$ cat src/rtl/ealc_pkg.sv
`default_nettype none

package ealc_pkg;

  // Input item: one byte of the list, or an empty item that adds no byte; last ends the list
  typedef struct packed {
    logic [7:0] ch;
    logic       no_char;
    logic       last;
  } in_item_t;

  // Result item: verdict on the whole list
  typedef struct packed {
    logic [1:0] status;
    logic [7:0] address_count;
  } out_item_t;

  // Verdict codes; among the failure codes the lower code wins
  localparam logic [1:0] STATUS_OK         = 2'd0;
  localparam logic [1:0] STATUS_BAD_LENGTH = 2'd1;
  localparam logic [1:0] STATUS_MULTI_AT   = 2'd2;
  localparam logic [1:0] STATUS_BAD_ADDR   = 2'd3;

  // Configuration register indexes
  localparam int unsigned CFG_IDX_W = 2;
  localparam int unsigned CFG_DATA_W = 9;
  localparam logic [CFG_IDX_W-1:0] REG_MAX_LENGTH = 2'd0;
  localparam logic [CFG_IDX_W-1:0] REG_TLD_MIN    = 2'd1;
  localparam logic [CFG_IDX_W-1:0] REG_TLD_MAX    = 2'd2;

  localparam logic [8:0] MAX_LENGTH_RESET = 9'd256;
  localparam logic [2:0] TLD_MIN_RESET    = 3'd2;
  localparam logic [2:0] TLD_MAX_RESET    = 3'd4;

  // Position inside the current address
  typedef enum logic [2:0] {
    PH_IDLE   = 3'b001,
    PH_NAME   = 3'b010,
    PH_DOMAIN = 3'b100
  } phase_e;

  // Running flags of the list and of the current address
  typedef struct packed {
    logic [1:0] at_cnt;
    logic       comma_seen;
    logic       failed;
    logic [7:0] addr_cnt;
    phase_e     phase;
    logic       name_valid;
    logic [1:0] label_cnt;
    logic [3:0] cur_len;
    logic       cur_alpha;
    logic [3:0] fin_len;
    logic       fin_alpha;
  } chk_t;

  localparam chk_t CHK_RESET = '{
    at_cnt:     2'd0,
    comma_seen: 1'b0,
    failed:     1'b0,
    addr_cnt:   8'd0,
    phase:      PH_IDLE,
    name_valid: 1'b0,
    label_cnt:  2'd0,
    cur_len:    4'd0,
    cur_alpha:  1'b1,
    fin_len:    4'd0,
    fin_alpha:  1'b0
  };

endpackage

`default_nettype wire

$ cat src/rtl/ealc_step.sv
`default_nettype none

module ealc_step (
  input  ealc_pkg::in_item_t item_i,
  input  ealc_pkg::chk_t     state_i,
  input  logic [2:0]         tld_min_i,
  input  logic [2:0]         tld_max_i,
  output ealc_pkg::chk_t     state_o
);
  import ealc_pkg::*;

  function automatic logic is_alpha(input logic [7:0] c);
    return (c >= "a" && c <= "z") || (c >= "A" && c <= "Z");
  endfunction

  function automatic logic is_alnum(input logic [7:0] c);
    return is_alpha(c) || (c >= "0" && c <= "9");
  endfunction

  function automatic logic is_space(input logic [7:0] c);
    return (c == " ") || (c >= 8'd9 && c <= 8'd13);
  endfunction

  function automatic chk_t clear_token(input chk_t s);
    chk_t r;
    r            = s;
    r.phase      = PH_IDLE;
    r.name_valid = 1'b0;
    r.label_cnt  = 2'd0;
    r.cur_len    = 4'd0;
    r.cur_alpha  = 1'b1;
    r.fin_len    = 4'd0;
    r.fin_alpha  = 1'b0;
    return r;
  endfunction

  function automatic chk_t close_label(input chk_t s);
    chk_t r;
    r = s;
    if (r.cur_len != 4'd0) begin
      r.fin_len   = r.cur_len;
      r.fin_alpha = r.cur_alpha;
      if (r.label_cnt < 2'd2) r.label_cnt = r.label_cnt + 2'd1;
    end
    r.cur_len   = 4'd0;
    r.cur_alpha = 1'b1;
    return r;
  endfunction

  function automatic chk_t end_token(input chk_t s, input logic [2:0] mn,
                                     input logic [2:0] mx);
    chk_t r;
    r = s;
    if (r.phase != PH_IDLE) begin
      if (r.addr_cnt < 8'd128) r.addr_cnt = r.addr_cnt + 8'd1;
      if (r.phase == PH_NAME) begin
        r.failed = 1'b1;
      end else begin
        r = close_label(r);
        if (r.label_cnt < 2'd2 || !r.fin_alpha ||
            r.fin_len < {1'b0, mn} || r.fin_len > {1'b0, mx}) r.failed = 1'b1;
      end
      r = clear_token(r);
    end
    return r;
  endfunction

  logic [7:0] c;
  chk_t       s;

  always_comb begin
    c = item_i.ch;
    s = state_i;
    // Fold one byte into the running flags
    if (!item_i.no_char) begin
      if (c == "@" && s.at_cnt < 2'd2) s.at_cnt = s.at_cnt + 2'd1;
      if (c == ",") begin
        s.comma_seen = 1'b1;
        s = end_token(s, tld_min_i, tld_max_i);
      end else begin
        if (s.phase == PH_IDLE) s.phase = PH_NAME;
        if (s.phase == PH_NAME) begin
          if (c == "@") begin
            if (!s.name_valid) s.failed = 1'b1;
            s.phase = PH_DOMAIN;
          end else if (is_space(c) && !s.name_valid) begin
            // skip leading whitespace
          end else if (is_alnum(c) || c == "." || c == "_" || c == "%" ||
                       c == "+" || c == "-") begin
            s.name_valid = 1'b1;
          end else begin
            s.failed = 1'b1;
          end
        end else begin
          if (c == ".") begin
            s = close_label(s);
          end else begin
            if (!(is_alnum(c) || c == "-")) s.failed = 1'b1;
            if (s.cur_len < 4'd8) s.cur_len = s.cur_len + 4'd1;
            if (!is_alpha(c)) s.cur_alpha = 1'b0;
          end
        end
      end
    end
    // Close the open address at the end of the list
    if (item_i.last) s = end_token(s, tld_min_i, tld_max_i);
    state_o = s;
  end

endmodule

`default_nettype wire

$ cat src/rtl/email_address_list_checker_core.sv
// Checks a comma-separated list of e-mail addresses, one byte per item.
// Input channel: in_valid_i / in_ready_o carry in_item_i (ch, no_char, last).
// An item with no_char set adds no byte; the item with last set closes the
// list and causes exactly one result item on out_valid_o / out_ready_i:
// status (ok, bad length, several at-signs without comma, bad address) and
// the count of non-empty addresses.
// Throughput is one item per clock: the input register and the result
// register each decouple a stage, and a new item enters every cycle
// unless an unread result waits and another last item needs its register.
// When the last item is accepted it is held in the input register, and the
// verdict is loaded into the result register as that item advances.
// Configuration (cfg_we_i, cfg_idx_i, cfg_data_i) writes one of max_length,
// tld_min and tld_max per write; write them only while the block is idle.
// Reset loads max_length 256, tld_min 2, tld_max 4 and clears all flags;
// the flags clear again after each result. A stalled receiver holds the
// result, and the block stops taking input once a second last item arrives.
`default_nettype none

module email_address_list_checker_core #(
  parameter int unsigned MAX_STRING = 256
) (
  input  logic                                clk_i,
  input  logic                                rst_ni,
  input  logic                                in_valid_i,
  output logic                                in_ready_o,
  input  ealc_pkg::in_item_t                  in_item_i,
  output logic                                out_valid_o,
  input  logic                                out_ready_i,
  output ealc_pkg::out_item_t                 out_item_o,
  input  logic                                cfg_we_i,
  input  logic [ealc_pkg::CFG_IDX_W-1:0]      cfg_idx_i,
  input  logic [ealc_pkg::CFG_DATA_W-1:0]     cfg_data_i
);
  import ealc_pkg::*;

  localparam int unsigned CW = $clog2(MAX_STRING + 2);
  localparam int unsigned LW = (CW > 9) ? CW : 9;

  logic [8:0]    max_length_q;
  logic [2:0]    tld_min_q, tld_max_q;
  logic          in_vld_q;
  in_item_t      in_item_q;
  logic          out_vld_q;
  out_item_t     out_item_q, out_item_d;
  chk_t          chk_q, chk_d, chk_step;
  logic [CW-1:0] char_cnt_q, char_cnt_d, char_cnt_step;
  logic [LW-1:0] limit, cnt_ext;
  logic          advance;

  // Configuration registers
  always_ff @(posedge clk_i or negedge rst_ni) begin
    if (!rst_ni) begin
      max_length_q <= MAX_LENGTH_RESET;
      tld_min_q    <= TLD_MIN_RESET;
      tld_max_q    <= TLD_MAX_RESET;
    end else if (cfg_we_i) begin
      unique case (cfg_idx_i)
        REG_MAX_LENGTH: max_length_q <= cfg_data_i;
        REG_TLD_MIN:    tld_min_q    <= cfg_data_i[2:0];
        REG_TLD_MAX:    tld_max_q    <= cfg_data_i[2:0];
        default:        ;
      endcase
    end
  end

  // Advance the held item unless it would overwrite a waiting result
  assign advance    = in_vld_q && (!in_item_q.last || !out_vld_q || out_ready_i);
  assign in_ready_o = !in_vld_q || advance;

  always_ff @(posedge clk_i or negedge rst_ni) begin
    if (!rst_ni) begin
      in_vld_q <= 1'b0;
    end else if (in_ready_o) begin
      in_vld_q <= in_valid_i;
    end
  end

  always_ff @(posedge clk_i) begin
    if (in_ready_o && in_valid_i) in_item_q <= in_item_i;
  end

  ealc_step u_step (
    .item_i    (in_item_q),
    .state_i   (chk_q),
    .tld_min_i (tld_min_q),
    .tld_max_i (tld_max_q),
    .state_o   (chk_step)
  );

  // Count bytes, saturating just above the largest string
  always_comb begin
    char_cnt_step = char_cnt_q;
    if (!in_item_q.no_char && char_cnt_q <= CW'(MAX_STRING))
      char_cnt_step = char_cnt_q + CW'(1);
  end

  // Pick the verdict, lower failure code first, else ok
  always_comb begin
    limit   = (LW'(max_length_q) < LW'(MAX_STRING)) ? LW'(max_length_q)
                                                     : LW'(MAX_STRING);
    cnt_ext = LW'(char_cnt_step);
    out_item_d.address_count = chk_step.addr_cnt;
    if (cnt_ext == '0 || cnt_ext > limit) begin
      out_item_d.status = STATUS_BAD_LENGTH;
    end else if (chk_step.at_cnt == 2'd2 && !chk_step.comma_seen) begin
      out_item_d.status = STATUS_MULTI_AT;
    end else if (chk_step.failed) begin
      out_item_d.status = STATUS_BAD_ADDR;
    end else begin
      out_item_d.status = STATUS_OK;
    end
  end

  // Drop all flags after the last item
  always_comb begin
    chk_d      = chk_q;
    char_cnt_d = char_cnt_q;
    if (advance) begin
      if (in_item_q.last) begin
        chk_d      = CHK_RESET;
        char_cnt_d = '0;
      end else begin
        chk_d      = chk_step;
        char_cnt_d = char_cnt_step;
      end
    end
  end

  always_ff @(posedge clk_i or negedge rst_ni) begin
    if (!rst_ni) begin
      chk_q      <= CHK_RESET;
      char_cnt_q <= '0;
    end else begin
      chk_q      <= chk_d;
      char_cnt_q <= char_cnt_d;
    end
  end

  // Result register
  always_ff @(posedge clk_i or negedge rst_ni) begin
    if (!rst_ni) begin
      out_vld_q <= 1'b0;
    end else if (advance && in_item_q.last) begin
      out_vld_q <= 1'b1;
    end else if (out_ready_i) begin
      out_vld_q <= 1'b0;
    end
  end

  always_ff @(posedge clk_i) begin
    if (advance && in_item_q.last) out_item_q <= out_item_d;
  end

  assign out_valid_o = out_vld_q;
  assign out_item_o  = out_item_q;

endmodule

`default_nettype wire
$ cat config.mk
export PLATFORM = sky130hd
export DESIGN_NAME = email_address_list_checker_core
export DESIGN_NICKNAME = d
export VERILOG_FILES = /design/src/rtl/ealc_pkg.sv /design/src/rtl/ealc_step.sv /design/src/rtl/email_address_list_checker_core.sv
export SDC_FILE = /design/constraint.sdc
export NUM_CORES = 1
export LEC_CHECK = 0
export ABC_AREA = 1
export BUFFER_PORTS_ARGS = -buffer_cell sky130_fd_sc_hd__buf_2
export CORE_MARGIN = 4
export CORE_UTILIZATION = 59
export CTS_CLUSTER_SIZE = 20
export DETAILED_ROUTE_END_ITERATION = 16
export MAX_ROUTING_LAYER = met4
export PLACE_DENSITY = 0.84
export SLEW_MARGIN = 25
export SYNTH_ARGS = -nofsm -noshare
export SYNTH_HDL_FRONTEND = slang
export SYNTH_HIERARCHICAL = 1
export SYNTH_SLANG_ARGS = --single-unit
$ cat constraint.sdc
create_clock -name clk_i -period 4.49 [get_ports clk_i]
set_input_delay 0.6735 -clock clk_i [delete_from_list [all_inputs] [get_ports clk_i]]
set_output_delay 0.6735 -clock clk_i [all_outputs]
set_load 0.02 [all_outputs]
==> flow_metrics.env <==
export IMPL_io_buffers=37
export IMPL_fin_ws_ns=0.773
export IMPL_synth_yosys_seq_area_share_pct=40.3
export IMPL_cts_reportedPaths_clkPinSlew_ns=0.08
export IMPL_fill_cells=648
export IMPL_netlist_area_um2=4860
export IMPL_slew_at_the_pin_with_the_worst_max_slew_slack_ns=0.722
export IMPL_worstPathArrival_ns=3.83
export IMPL_timing_hold_violations_final=0
export IMPL_routed_wire_length_per_instance_um=15.2
export IMPL_global_route_peak_usage_layer="met2"
export IMPL_die_w_um=98.8
export IMPL_top_level_ports=38
export IMPL_first_pass_grt_wire_length_um=19500
export IMPL_power_density_nw_per_um2=339
export IMPL_post_route_period_util_pct=82.8
export IMPL_fp_row_count=32
export IMPL_worstPathRequired_ns=4.61
export IMPL_worst_r2r_endpoint="out_item_o[9]"
export IMPL_post_synth_main_area_contributors="sky130_fd_sc_hd__dfrtp_1 25%, sky130_fd_sc_hd__edfxtp_1 12%, sky130_fd_sc_hd__nand2_1 9.4%"
export IMPL_synth_seq_cells=74
export IMPL_leakage_nw=2.69
export IMPL_die_h_um=98.8
export IMPL_floorplan_die_area_um2=9760
export IMPL_clock_tree_root_cell="sky130_fd_sc_hd__clkbuf_8"
export IMPL_cts_hold_fix_buffers=0
export IMPL_design_power_total_w=0.00183
export IMPL_grt_overflow=0
export IMPL_synth_cells_most_frequent="122 x sky130_fd_sc_hd__nand2_1, 100 x sky130_fd_sc_hd__inv_1, 49 x sky130_fd_sc_hd__dfrtp_1, 43 x sky130_fd_sc_hd__nand3_1, 34 x sky130_fd_sc_hd__nor2_1"
export IMPL_drt_drc_violations_left=0
export IMPL_flow_area_growth_from_synthesis_pct=11.0
export IMPL_initial_utilization_pct=61.6
export IMPL_detail_route_antenna_nets=0
export IMPL_grt_setup_unrepaired="no"
export IMPL_asyncSetResetFlopFracSynth_pct=73.0
export IMPL_run_status="complete, no violations"
export IMPL_synth_edf_count=20
export IMPL_ys_flop_type="sky130_fd_sc_hd__dfrtp_1"
export IMPL_vias_per_cell=5.62
export IMPL_synth_area_per_cell_um2=8.09
export IMPL_clock_skew_ns=0.00989
export IMPL_fmax_mhz=269
export IMPL_grtUsageMet1_pct=30.3
export IMPL_tritoncts_clock_tree="built"
export IMPL_routed_wl_um=11500
export IMPL_timing_reg2reg_worst_path_depth=21
export IMPL_drv_slew=0
export IMPL_numCtsBuffers=9
export IMPL_grt_use_total_pct=25.4
export IMPL_crit_path_start_kind="flop"
export IMPL_setup_viol=0
export IMPL_critPathMaxFanout=9
export IMPL_reg2reg_slack_ns=0.77
export IMPL_number_of_antenna_violations_at_the_first_check_in_global_routing=0
export IMPL_max_clock_path_buffers=2
export IMPL_final_min_clock_period_ns=3.72
export IMPL_timing_rr_start="chk_q[7]"
export IMPL_synth_lib_cells_used_distinct=46
export IMPL_clock_latency_ns=0.35
export IMPL_dp_hpwl_um=8490
export IMPL_cts_post_setup_buffers_inserted=0
export IMPL_min_path_type="input port to async pin"
export IMPL_tns_ns=0
export IMPL_grt_max_degree=55
export IMPL_vdd_drop_max_uv=213
export IMPL_drt_iter0_drc=286
export IMPL_synth_largest_area_cell="sky130_fd_sc_hd__dfrtp_1"
export IMPL_met3_usage_pct=3.75
export IMPL_yosysMostFrequentCell="sky130_fd_sc_hd__nand2_1"
export IMPL_fraction_of_layout_cells_with_a_size_suffix_above_1_pct=17.2
export IMPL_synth_top_area_share_pct=25.2
export IMPL_via_count_of_the_first_global_routing_pass=4170
export IMPL_timing_max_cap_violations=0
export IMPL_sink_count_of_the_clock_tree=74
export IMPL_postCtsResizedCells=0
export IMPL_synth_warning_count=6
export IMPL_slew_margin_rel_pct=51.9
export IMPL_mappedNetlistNets=651
export IMPL_core_area_um2=7890
export IMPL_final_core_util_pct=68.4
export IMPL_num_antenna_cells=0
export IMPL_globalRouteMet2Util_pct=42.2
export IMPL_htreeDepth=3
export IMPL_synth_cells=601
export IMPL_via_count=4229
export IMPL_pre_cts_slack_ns=0.878
export IMPL_number_of_iterations_in_the_first_detailed_routing_pass=5
export IMPL_timing_critical_path_to_type="flop"
export IMPL_place_congestion=0.967
export IMPL_worst_setup_path_type="flop to flop"
export IMPL_total_number_of_nets_in_the_final_design=695
-- report_power, final --
group | total [W] | internal [W] | switching, W
clock | 0.000599 | 0.000347 | 0.000252
sequential | 0.000802 | 0.000756 | 0.0000461
combinational | 0.000425 | 0.000151 | 0.000274
total | 0.00183 | 0.00125 | 0.000572
-- flip-flops by register name, summed over array words and instances (netlist names) --
signal and flops:
in_vld_q 1, tld_max_q 3, max_length_q 9, out_item_o 10
chk_q 28, char_cnt_q 9, tld_min_q 3, in_item_q 10
out_valid_o 1
-- layer usage --
| metal | wire length, um | vias to the layer above |
|---|---|---|
| met5 | 0 | - |
| met1 | 4930 | 1982 |
| met2 | 5680 | 143 |
| met4 | 293 | 0 |
| li1 | - | 2077 |
| met3 | 559 | 27 |
-- critical path: stages, from the launching register on --
cell	delay (ns)
sky130_fd_sc_hd__dfrtp_1	0.43
sky130_fd_sc_hd__inv_1	0.17
sky130_fd_sc_hd__ha_1	0.24
sky130_fd_sc_hd__nand3_1	0.27
sky130_fd_sc_hd__a21oi_1	0.38
sky130_fd_sc_hd__a22oi_1	0.16
sky130_fd_sc_hd__o41ai_1	0.43
sky130_fd_sc_hd__ha_1	0.34
sky130_fd_sc_hd__inv_1	0.06
sky130_fd_sc_hd__nor2_1	0.03
sky130_fd_sc_hd__o21ai_0	0.14
sky130_fd_sc_hd__a32oi_1	0.08
sky130_fd_sc_hd__nor3_1	0.17
sky130_fd_sc_hd__nand3_1	0.09
sky130_fd_sc_hd__nor2_1	0.10
sky130_fd_sc_hd__nand2_1	0.06
sky130_fd_sc_hd__nand2_1	0.06
sky130_fd_sc_hd__nand2_1	0.06
sky130_fd_sc_hd__inv_1	0.07
sky130_fd_sc_hd__nand2_1	0.06
sky130_fd_sc_hd__inv_1	0.06
sky130_fd_sc_hd__nor2_2	0.04
-- worst max path at each step --
stage | from | endpoint | slack [ns] | depth (start not counted)
final | chk_q[7] | out_item_o[9] | 0.77 | 21
after global routing | chk_q[7] | out_item_o[9] | 0.31 | 21
after CTS | chk_q[7] | out_item_o[9] | 0.84 | 21
after detailed placement | chk_q[7] | out_item_o[9] | 0.88 | 21
after global placement | chk_q[7] | out_item_o[9] | 1.07 | 21
after floorplan | chk_q[7] | out_item_o[9] | 1.38 | 21
-- stage by stage --
stage / cell area [um^2] / instances / hold WS, ns
floorplan: 4860 / 601 / 0.378
global placement: 5170 / 736 / 0.469
detailed placement: 5170 / 736 / 0.474
CTS: 5390 / 752 / 0.482
global route: 5390 / 752 / 0.475
finish: 5390 / 752 / 0.461
-- cells by family after synthesis --
logic type	after synthesis	synth area share [%]
AO/OA/AOI/OAI	105	13.8
XOR/XNOR	17	3.22
multiplexers	6	1.39
flip-flops	74	40.3
adder cells (fa/ha/maj)	24	6.18
AND/OR/NAND/NOR	258	25.9
buffers and inverters	117	9.21
-- cell type report --
cell class,instances,area (um^2),share of cell area (%)
flip-flops and latches,74,1960,36.3
repair buffers,41,215,3.99
clock buffers,12,156,2.90
clock inverters,4,71.3,1.32
inverters,109,410,7.61
well taps,102,128,2.37
multi-input cells,410,2450,45.5
-- cells in the final DEF (no fill, tap or decap), types with 5 or more instances in the layout --
master / n
sky130_fd_sc_hd__a21oi_1: 17
sky130_fd_sc_hd__a22o_1: 23
sky130_fd_sc_hd__buf_2: 37
sky130_fd_sc_hd__clkbuf_8: 9
sky130_fd_sc_hd__dfrtp_1: 49
sky130_fd_sc_hd__dfstp_2: 5
sky130_fd_sc_hd__edfxtp_1: 20
sky130_fd_sc_hd__ha_1: 24
sky130_fd_sc_hd__inv_1: 100
sky130_fd_sc_hd__inv_2: 5
sky130_fd_sc_hd__mux2_2: 6
sky130_fd_sc_hd__nand2_1: 122
sky130_fd_sc_hd__nand2_2: 8
sky130_fd_sc_hd__nand3_1: 43
sky130_fd_sc_hd__nand4_1: 12
sky130_fd_sc_hd__nor2_1: 34
sky130_fd_sc_hd__nor2_2: 11
sky130_fd_sc_hd__nor3_1: 6
sky130_fd_sc_hd__o21ai_0: 32
sky130_fd_sc_hd__o21ai_1: 6
sky130_fd_sc_hd__o22ai_1: 9
sky130_fd_sc_hd__xor2_1: 12
Note: power is estimated with default switching activity, not from simulation.
